`config.mk`:
```
export PLATFORM = sky130hd
export DESIGN_NAME = delimited_radix_number_parser_top
export DESIGN_NICKNAME = d
export VERILOG_FILES = /design/src/sv/drnp_pkg.sv /design/src/sv/drnp_digit.sv /design/src/sv/drnp_word.sv /design/src/sv/delimited_radix_number_parser_top.sv
export SDC_FILE = /design/constraint.sdc
export NUM_CORES = 1
export LEC_CHECK = 0
export BUFFER_PORTS_ARGS = -buffer_cell sky130_fd_sc_hd__buf_4
export CORE_ASPECT_RATIO = 0.7
export CORE_MARGIN = 2
export CORE_UTILIZATION = 50
export CTS_BUF_LIST = sky130_fd_sc_hd__clkbuf_2
export DETAILED_ROUTE_END_ITERATION = 16
export PLACE_DENSITY = 0.85
export SLEW_MARGIN = 20
export SYNTH_ARGS = -nofsm -noshare
export SYNTH_HDL_FRONTEND = slang
export SYNTH_SLANG_ARGS = --single-unit
export TNS_END_PERCENT = 10
```
`constraint.sdc`:
```
create_clock -name clk -period 4.2 [get_ports clk]
set_input_delay 0.42 -clock clk [delete_from_list [all_inputs] [get_ports clk]]
set_output_delay 0.42 -clock clk [all_outputs]
set_load 0.01 [all_outputs]
```
`src/sv/drnp_pkg.sv`:
```
// Shared types and constants of the delimited radix number parser.
`default_nettype none

package drnp_pkg;

	// Radix selection held in the radix_mode register.
	typedef enum logic [1:0] {
		RADIX_DEC = 2'd0,
		RADIX_HEX = 2'd1,
		RADIX_OCT = 2'd2,
		RADIX_BIN = 2'd3
	} radix_t;

	// Register index of radix_mode on the configuration port.
	localparam logic REG_RADIX_MODE = 1'b0;

	localparam logic [7:0] CHAR_COMMA   = 8'h2C;
	localparam logic [7:0] CHAR_SPACE   = 8'h20;
	localparam logic [7:0] CHAR_ZERO    = 8'h30;
	localparam logic [7:0] CHAR_NINE    = 8'h39;
	localparam logic [7:0] CHAR_LOWER_A = 8'h61;
	localparam logic [7:0] CHAR_LOWER_F = 8'h66;
	localparam logic [7:0] CHAR_UPPER_A = 8'h41;
	localparam logic [7:0] CHAR_UPPER_F = 8'h46;

	localparam logic [3:0] MAX_OCT_DIGIT = 4'd7;
	localparam logic [3:0] MAX_BIN_DIGIT = 4'd1;
	localparam logic [3:0] LETTER_BASE   = 4'd10;

	// Decoded character.
	typedef struct packed {
		logic       legal;
		logic [3:0] value;
	} digit_t;

	// One finished word.
	typedef struct packed {
		logic [15:0] number;
		logic        invalid;
		logic        last;
	} word_result_t;

endpackage

`default_nettype wire

```
`src/sv/drnp_digit.sv`:
```
// Character to digit decoder for the configured radix.
`default_nettype none

module drnp_digit
	import drnp_pkg::*;
(
	input  wire logic [7:0] char_code,
	input  wire radix_t     radix,
	output digit_t          digit
);

	logic       is_dec;
	logic       is_lower;
	logic       is_upper;
	logic [3:0] raw_value;

	always_comb begin
		is_dec   = (char_code >= CHAR_ZERO) && (char_code <= CHAR_NINE);
		is_lower = (char_code >= CHAR_LOWER_A) && (char_code <= CHAR_LOWER_F);
		is_upper = (char_code >= CHAR_UPPER_A) && (char_code <= CHAR_UPPER_F);

		priority if (is_dec) begin
			raw_value = 4'(char_code - CHAR_ZERO);
		end else if (is_lower) begin
			raw_value = 4'(char_code - CHAR_LOWER_A) + LETTER_BASE;
		end else begin
			raw_value = 4'(char_code - CHAR_UPPER_A) + LETTER_BASE;
		end

		unique case (radix)
			RADIX_DEC: digit.legal = is_dec;
			RADIX_HEX: digit.legal = is_dec || is_lower || is_upper;
			RADIX_OCT: digit.legal = is_dec && (raw_value <= MAX_OCT_DIGIT);
			RADIX_BIN: digit.legal = is_dec && (raw_value <= MAX_BIN_DIGIT);
			default:   digit.legal = 1'b0;
		endcase
		digit.value = raw_value;
	end

endmodule

`default_nettype wire

```
`src/sv/drnp_word.sv`:
```
// Word state: Horner accumulation, digit count, illegal-digit flag and word result.
`default_nettype none

module drnp_word
	import drnp_pkg::*;
#(
	parameter int MAX_DIGITS = 16
) (
	input  wire logic       clk,
	input  wire logic       arst_n,
	input  wire logic       step,
	input  wire logic [7:0] char_code,
	input  wire logic       final_char,
	input  wire radix_t     radix,
	input  wire digit_t     digit,
	output logic            emit,
	output word_result_t    result
);

	localparam int CntW = $clog2(MAX_DIGITS + 1);

	logic [15:0]     acc_q;
	logic [CntW-1:0] count_q;
	logic            bad_q;

	logic            is_delim;
	logic            keep;
	logic [15:0]     acc_scaled;
	logic [15:0]     acc_next;
	logic            bad_next;

	always_comb begin
		is_delim = (char_code == CHAR_COMMA) || (char_code == CHAR_SPACE);
		// The final character is always kept, delimiter or not, up to the length limit.
		keep     = (final_char || !is_delim) && (count_q < CntW'(MAX_DIGITS));
		emit     = final_char || is_delim;

		unique case (radix)
			RADIX_DEC: acc_scaled = (acc_q << 3) + (acc_q << 1);
			RADIX_HEX: acc_scaled = acc_q << 4;
			RADIX_OCT: acc_scaled = acc_q << 3;
			RADIX_BIN: acc_scaled = acc_q << 1;
			default:   acc_scaled = acc_q;
		endcase

		acc_next = acc_q;
		bad_next = bad_q;
		if (keep) begin
			if (digit.legal) begin
				acc_next = acc_scaled + {12'd0, digit.value};
			end else begin
				bad_next = 1'b1;
			end
		end

		result.invalid = bad_next;
		result.number  = bad_next ? 16'd0 : acc_next;
		result.last    = final_char;
	end

	always_ff @(posedge clk or negedge arst_n) begin
		if (!arst_n) begin
			acc_q   <= '0;
			count_q <= '0;
			bad_q   <= 1'b0;
		end else if (step) begin
			if (emit) begin
				acc_q   <= '0;
				count_q <= '0;
				bad_q   <= 1'b0;
			end else if (keep) begin
				acc_q   <= acc_next;
				count_q <= count_q + CntW'(1);
				bad_q   <= bad_next;
			end
		end
	end

endmodule

`default_nettype wire

```
`src/sv/delimited_radix_number_parser_top.sv`:
```
// Top level of the delimited radix number parser: ports, register, input and result stages.
`default_nettype none

// The parser takes one ASCII character per input item (s_tdata), with s_tlast
// marking the final character of a string, and splits the stream into words at
// commas and spaces. Each word ends in one result item carrying the 16-bit
// value in the radix chosen by the radix_mode register at byte address 0
// (0 decimal, 1 hexadecimal, 2 octal, 3 binary), an invalid flag in m_tuser
// and m_tlast set for the word closed by the final character. The final
// character joins the last word (within MAX_DIGITS), so a trailing comma or space
// there counts as an illegal digit. A word with an illegal digit returns 0 with
// invalid set; an empty word returns 0 with invalid clear; values wrap modulo
// 2^16 and characters past MAX_DIGITS in a word are ignored. One character is
// taken every clock cycle unless m_tready holds a result back: an item is
// captured in the input stage register, then the word state and the result are
// updated by shift-and-add logic and the result is written to the output
// register. The sustained rate is one item per cycle and is set by the single
// accumulator update loop; it drops only while m_tready holds a result back.
// The radix register should be written only while no word is in flight.

module delimited_radix_number_parser_top
	import drnp_pkg::*;
#(
	parameter int MAX_DIGITS = 16
) (
	input  wire logic        clk,
	input  wire logic        arst_n,

	// Configuration port.
	input  wire logic        psel,
	input  wire logic        penable,
	input  wire logic        pwrite,
	input  wire logic [2:0]  paddr,
	input  wire logic [31:0] pwdata,
	output logic      [31:0] prdata,
	output logic             pready,

	// Character input.
	input  wire logic        s_tvalid,
	output logic             s_tready,
	input  wire logic [7:0]  s_tdata,   // [7:0] char_code
	input  wire logic        s_tlast,   // final_char

	// Word results.
	output logic             m_tvalid,
	input  wire logic        m_tready,
	output logic [15:0]      m_tdata,   // [15:0] number
	output logic             m_tuser,   // [0] invalid
	output logic             m_tlast    // last
);

	radix_t       radix_q;

	logic         in_valid_s1;
	logic [7:0]   char_s1;
	logic         final_s1;

	logic         out_valid_q;
	word_result_t out_q;

	digit_t       digit;
	logic         emit;
	word_result_t result;

	logic         out_free;
	logic         step;

	// The register index is the word address; low address bits are ignored.
	assign pready = 1'b1;
	assign prdata = (paddr[2] == REG_RADIX_MODE) ? {30'd0, radix_q} : 32'd0;

	always_ff @(posedge clk or negedge arst_n) begin
		if (!arst_n) begin
			radix_q <= RADIX_DEC;
		end else if (psel && penable && pwrite && pready && (paddr[2] == REG_RADIX_MODE)) begin
			radix_q <= radix_t'(pwdata[1:0]);
		end
	end

	// The item in the input stage is consumed when it makes no result or when
	// the result register is free or being emptied this cycle.
	assign out_free = !out_valid_q || m_tready;
	assign step     = in_valid_s1 && (!emit || out_free);
	assign s_tready = !in_valid_s1 || step;

	always_ff @(posedge clk or negedge arst_n) begin
		if (!arst_n) begin
			in_valid_s1 <= 1'b0;
		end else if (s_tready) begin
			in_valid_s1 <= s_tvalid;
		end
	end

	always_ff @(posedge clk) begin
		if (s_tready && s_tvalid) begin
			char_s1  <= s_tdata;
			final_s1 <= s_tlast;
		end
	end

	drnp_digit u_digit (
		.char_code (char_s1),
		.radix     (radix_q),
		.digit     (digit)
	);

	drnp_word #(
		.MAX_DIGITS (MAX_DIGITS)
	) u_word (
		.clk        (clk),
		.arst_n     (arst_n),
		.step       (step),
		.char_code  (char_s1),
		.final_char (final_s1),
		.radix      (radix_q),
		.digit      (digit),
		.emit       (emit),
		.result     (result)
	);

	always_ff @(posedge clk or negedge arst_n) begin
		if (!arst_n) begin
			out_valid_q <= 1'b0;
		end else if (out_free) begin
			out_valid_q <= step && emit;
		end
	end

	always_ff @(posedge clk) begin
		if (out_free && step && emit) begin
			out_q <= result;
		end
	end

	assign m_tvalid = out_valid_q;
	assign m_tdata  = out_q.number;
	assign m_tuser  = out_q.invalid;
	assign m_tlast  = out_q.last;

endmodule

`default_nettype wire
```
# == After elaboration in Yosys (flattened, before gate mapping) ==
# Cells that the tools add are included.
# word_totals
register_bits,53
in_bits,51
output_inout_bits,53
wordCells,78
# classes
add_sub_neg,8
n_lt_le_gt_ge,9
n_eq_ne,5
n_mux,15
n_bitwise,1
reduce_logical,29
# op_table
op,count
16-bit 2-to-1 mux,4
16-bit case mux with 4 select lines,1
16-bit adder,1
16-bit by 4-bit adder with 16-bit output,1
"8-bit by 6-bit == test with 1-bit output, second input constant",2
"8-bit by 7-bit >= comparator with 1-bit output, second input constant",2
"8-bit by 7-bit less-or-equal comparator with 1-bit output, second input constant",2
1-bit logical AND,14
"4-bit by 1-bit subtractor with 4-bit output, second input constant",3
5-bit 2-to-1 mux,2
"4-bit adder, second input constant",2
"8-bit by 6-bit >= comparator with 1-bit output, second input constant",1
"8-bit by 6-bit less-or-equal comparator with 1-bit output, second input constant",1
1-bit logical OR,8
4-bit 2-to-1 mux,2
"5-bit by 1-bit adder with 5-bit output, second input constant",1
"5-bit < comparator, second input constant",1
"2-bit == test, second input constant",2
"4-bit by 1-bit less-or-equal comparator with 1-bit output, second input constant",1
"4-bit by 3-bit less-or-equal comparator with 1-bit output, second input constant",1
1-bit logical NOT,4
1-bit 2-to-1 mux,4
1-bit case mux with 4 select lines,1
"2-bit by 1-bit == test with 1-bit output, second input constant",1
other kinds (5),5

# == Logic depth before layout (Yosys ltp) ==
# depth
depth_word,11
depth_mapped,16
ltp_nobuf,15

# == Cells and area by module ==
# Synthesis repeated with hierarchy kept, for this count alone.
# hier_totals
hier_cells,408
hier_area_um2,3958.8
# by_module_without_submodules
mod,n_inst,cells_each,area_each_um2,seq_area_each_um2
drnp_word,1,306,2453.6,550.5
delimited_radix_number_parser_top,1,77,1271.2,910.9
drnp_digit,1,25,234.0,0.0

# == Least setup slack after synthesis ==
# Ideal clock, no wire load.
# synth_path
kind,reg-to-reg
from,reg char_s1[0]
to,"reg out_q, in the netlist m_tdata[15], data pin"
setup_ps,261
arrival_ps,2997
t_required_ps,3939
setup_slack_ps,943
path_stages_with_launch,15
n_path_buf,0
period_less_slack_ps,3257
cell_sequence,edfxtp_1 inv_1 ha_1 o21bai_1 a21oi_1 mux2_2 ha_1 fa_1 a21o_1 and3_1 nand4b_1 nor4_2 nand3_1 nand3_1 nor3b_2
# synth_between
elab_chain_cells,9
word_cells_on_any_way,34
classes_between,6 x add/sub; 8 x order compare; 2 x eq/ne; 7 x mux; 11 x reduce/logical
# synth_lines
element,line_no,source
start: declaration,delimited_radix_number_parser_top.sv:55,logic [7:0] char_s1;
start signal: assignment,delimited_radix_number_parser_top.sv:96,char_s1 <= s_tdata;
"parallel branches: the longest is 9 deep, another holds 16-bit by 4-bit adder with 16-bit output",-,
end signal: assignment,delimited_radix_number_parser_top.sv:131,out_q <= result;
end: declaration,delimited_radix_number_parser_top.sv:59,word_result_t out_q;
# Several ways; the timed one is not identified.
# A chain may end at the register's enable or synchronous reset.

# == Final worst setup path ==
# layout_path
from,reg char_s1[1]
to,"reg out_q, in the netlist m_tdata[9], data pin"
# The elaborated chain is that of the path after synthesis.

==> results.md <==
- Yosys top cell by area: edfxtp_1
- Commonest non-fill, non-tap cell in the layout: buf_4
- TritonRoute pass-1 iters: 5
- Max-slew violations: 0
- Required time worst endpoint: 4.43 ns
- Final WL: 8200 um
- RSZ-0062 raised after global routing: false
- Post-synth ARST share: 0.491
- Sequential Power Share: 0.552
- Setup violators final: 0
- GR Util All Layers: 0.199
- Die H: 77.7 um
- WHS Path Cells: 1
- Crit-path slowest cell: edfxtp_1
- Synth cell types: 66
- Slew of the pin with the lowest slew margin: 0.981 ns
- Setup TNS: 0 ns
- Global placement routability congestion: 0.833
- Outcome: finished clean
- R2R Path End: m_tdata[9]
- Die area: 0.00849 mm^2
- WL per Instance: 15.0 um
- Worst setup EP type: register
- Max Cap Viol: 0
- Vias in the first global route: 2,893
- Combinational share of power: 0.262
- Layout Skew: 0.0176 ns
- R2r startpoint: char_s1[1]
- CTS H-tree depth: 2
- Crit path cell chain: inv_1, ha_1, o21bai_1, a21oi_1, mux2_2, ha_1, fa_1, a21o_1, and3_1, nand4b_1, xor2_1, nor2_1, a21oi_1, nor2_1
- Initial core utilization: 0.523
- CTS Sinks: 53
- Routed Antenna Nets: 0
- Share of the synthesized area in the top cell type: 0.209
- Slew margin rel.: 0.343
- Yosys Warn Count: 0
- Startpoint types: register
- Final nets: 519
- Final Hold Vio Count: 0
- Post-Synthesis Cells: 413
- Main flop type after synthesis: edfxtp_1
- Post-DP HPWL: 6380 um
- Hold Crit Start: s_tdata[0]
- I/O Buffers: 40
- Crit path max fanout: 6
- Hold Buf Count CTS: 1
- Core Rows: 26
- Ant diodes: 0
- CTS Root Cell: clkbuf_2
- Hold WS: 0.137 ns
- Worst Path Buf+Inv: 1
- Hold endpoint: char_s1[0]
- Initial antenna violation count: 0
- Pleak: 1.78 nW
- PwrDens: 267 mW/mm^2
- Dominant cells by area after synthesis: edfxtp_1 (21%), dfrtp_1 (17%), buf_4 (7.0%), ha_1 (6.1%), nand2_1 (3.9%)
- DRC: 0
- Worst vdd ir: 174 uV
- Global-route wire length before repair: 13,500 um
- Sequential fraction of the synthesis area: 0.377
- Area growth from synthesis to layout: 7.81%
- FF/Latch Area: 0.00146 mm^2
- Yosys reg bits: 53
- Multi-input logic area: 0.00216 mm^2
- Clk pwr share: 0.185
- Cell-internal power: 0.742 mW
- Fin util: 0.564
- Hold Crit Class: in2reg
- Remaining global-route overflow: 0
- Worst setup margin: 0.524 ns
- 1st-iter DRT viols: 224
- Largest net degree at the start of global routing: 31
- Net switching power: 0.375 mW
- Depth of the most critical reg-to-reg path: 14
- Vias per inst: 5.64
- Max Freq: 0.272 GHz
- FF-to-FF setup slack: 0.52 ns
- I/O pin cnt: 104
- Post-synth EDFFs: 27
- Core footprint: 0.00742 mm^2
- Number of fill cells: 667
- Mean Syn Cell Area: 9.39 um^2
- Crit Path Class: reg2reg
- Die width: 109 um
- Routed vias: 3,081
- Fraction of layout cells with a size suffix above 1: 0.161
- Switching share of power: 0.336
- TritonCTS clock tree: built
- CP Data Arrival Time: 3.91 ns
- Post-cts sizing count: 0
- Register clock-pin slew on the reported worst setup and hold paths: 0.27 ns
- Worst-Skew Late Latency: 0.44 ns
- Tcrit/Tclk final: 0.875
- Placement Setup Slack: 0.547 ns
- Synthesized area: 0.00388 mm^2
- Crit-path leading delay family: compound AO/OA/AOI/OAI gates
- Setup Buffers After CTS: 0
- TritonCTS buffer count: 5
- Min Tclk post-route: 3.68 ns
- CTS Buffer Depth: 2
- Tot Pwr: 1.12 mW
- Commonest non-fill, non-tap cells in the layout: buf_4 (44), nand2_1 (40), nor2_1 (38), conb_1 (31), edfxtp_1 (27)
- CP peak stage delay: 0.54 ns
flip-flops by register name (all words and copies together), names as in the netlist:
name            count
radix_q             2
m_tuser             1
u_word.bad_q        1
char_s1             8
u_word.count_q      5
in_valid_s1         1
m_tvalid            1
m_tlast             1
final_s1            1
u_word.acc_q       16
m_tdata            16
power by group through the flow:
stage,sequential (mW),combinational [mW],clock [mW]
after global routing,0.623,0.323,0.226
after global placement,0.625,0.277,0
final,0.617,0.293,0.207
after CTS,0.617,0.291,0.206
after detailed placement,0.627,0.290,0
after floorplan,0.615,0.243,0
per-layer routing:
layer | track usage | routed length, um
met1 | 0.281 | 3740
met4 | 0.0215 | 29
met2 | 0.333 | 3940
met3 | 0.0336 | 500
met5 | 0 | 0
final cells by class:
| class | count | share of cell area |
|---|---|---|
| tap | 98 | 0.0293 |
| clock buffer | 6 | 0.00718 |
| timing repair buffer | 45 | 0.0814 |
| inverter | 14 | 0.0126 |
| multi-input combinational | 328 | 0.516 |
| sequential | 53 | 0.349 |
| clock inverter | 2 | 0.00359 |
synth_stat cells (2+ instances only):
cell,n
o31ai_1,2
nor2b_1,4
mux4_2,3
inv_1,13
nor3b_1,5
buf_4,36
clkbuf_1,8
a32oi_1,2
conb_1,2
a211oi_1,6
o21bai_1,2
nor2_1,38
and2_1,6
xnor2_1,11
buf_2,2
o21ai_0,24
nand2b_1,9
mux2i_1,9
nand4b_1,4
nand3b_1,2
a21oi_1,25
fa_1,2
a21o_1,4
and3_1,2
and3b_1,2
o21ai_1,5
nand2_1,40
a31oi_1,8
edfxtp_1,27
nand3_1,7
a311o_1,2
dfrtp_1,26
a22o_1,8
nor3_1,4
mux2_2,4
ha_1,19
a2111oi_0,2
xor2_1,10
stage by stage:
step                cell area, um^2  instances
floorplan                      3990        442
global placement               4130        537
detailed placement             4130        537
CTS                            4180        546
global route                   4180        546
finish                         4180        546
cells by family (layout without fill, tap and decap cells):
family                   after synthesis  count (layout)  synth area share
multiplexers                          16              16            0.0523
flip-flops                            53              53             0.377
other                                  2              31           0.00194
AO/OA/AOI/OAI                        103             103             0.176
AND/OR/NAND/NOR                      136             136             0.180
XOR/XNOR                              21              21            0.0474
adder cells (fa/ha/maj)               21              21            0.0716
buffers and inverters                 61              67            0.0945
how the worst max path moves through the flow:
stage | startpoint | cells after the start | to | slack, ns
after floorplan | char_s1[0] | 14 | m_tdata[15] | 0.94
after global placement | char_s1[0] | 14 | m_tdata[9] | 0.64
after detailed placement | char_s1[0] | 14 | m_tdata[9] | 0.55
after CTS | char_s1[0] | 14 | m_tdata[9] | 0.54
after global routing | char_s1[7] | 13 | m_tdata[13] | 0.27
final | char_s1[1] | 14 | m_tdata[9] | 0.52
Power figures use the tool's default switching activity.
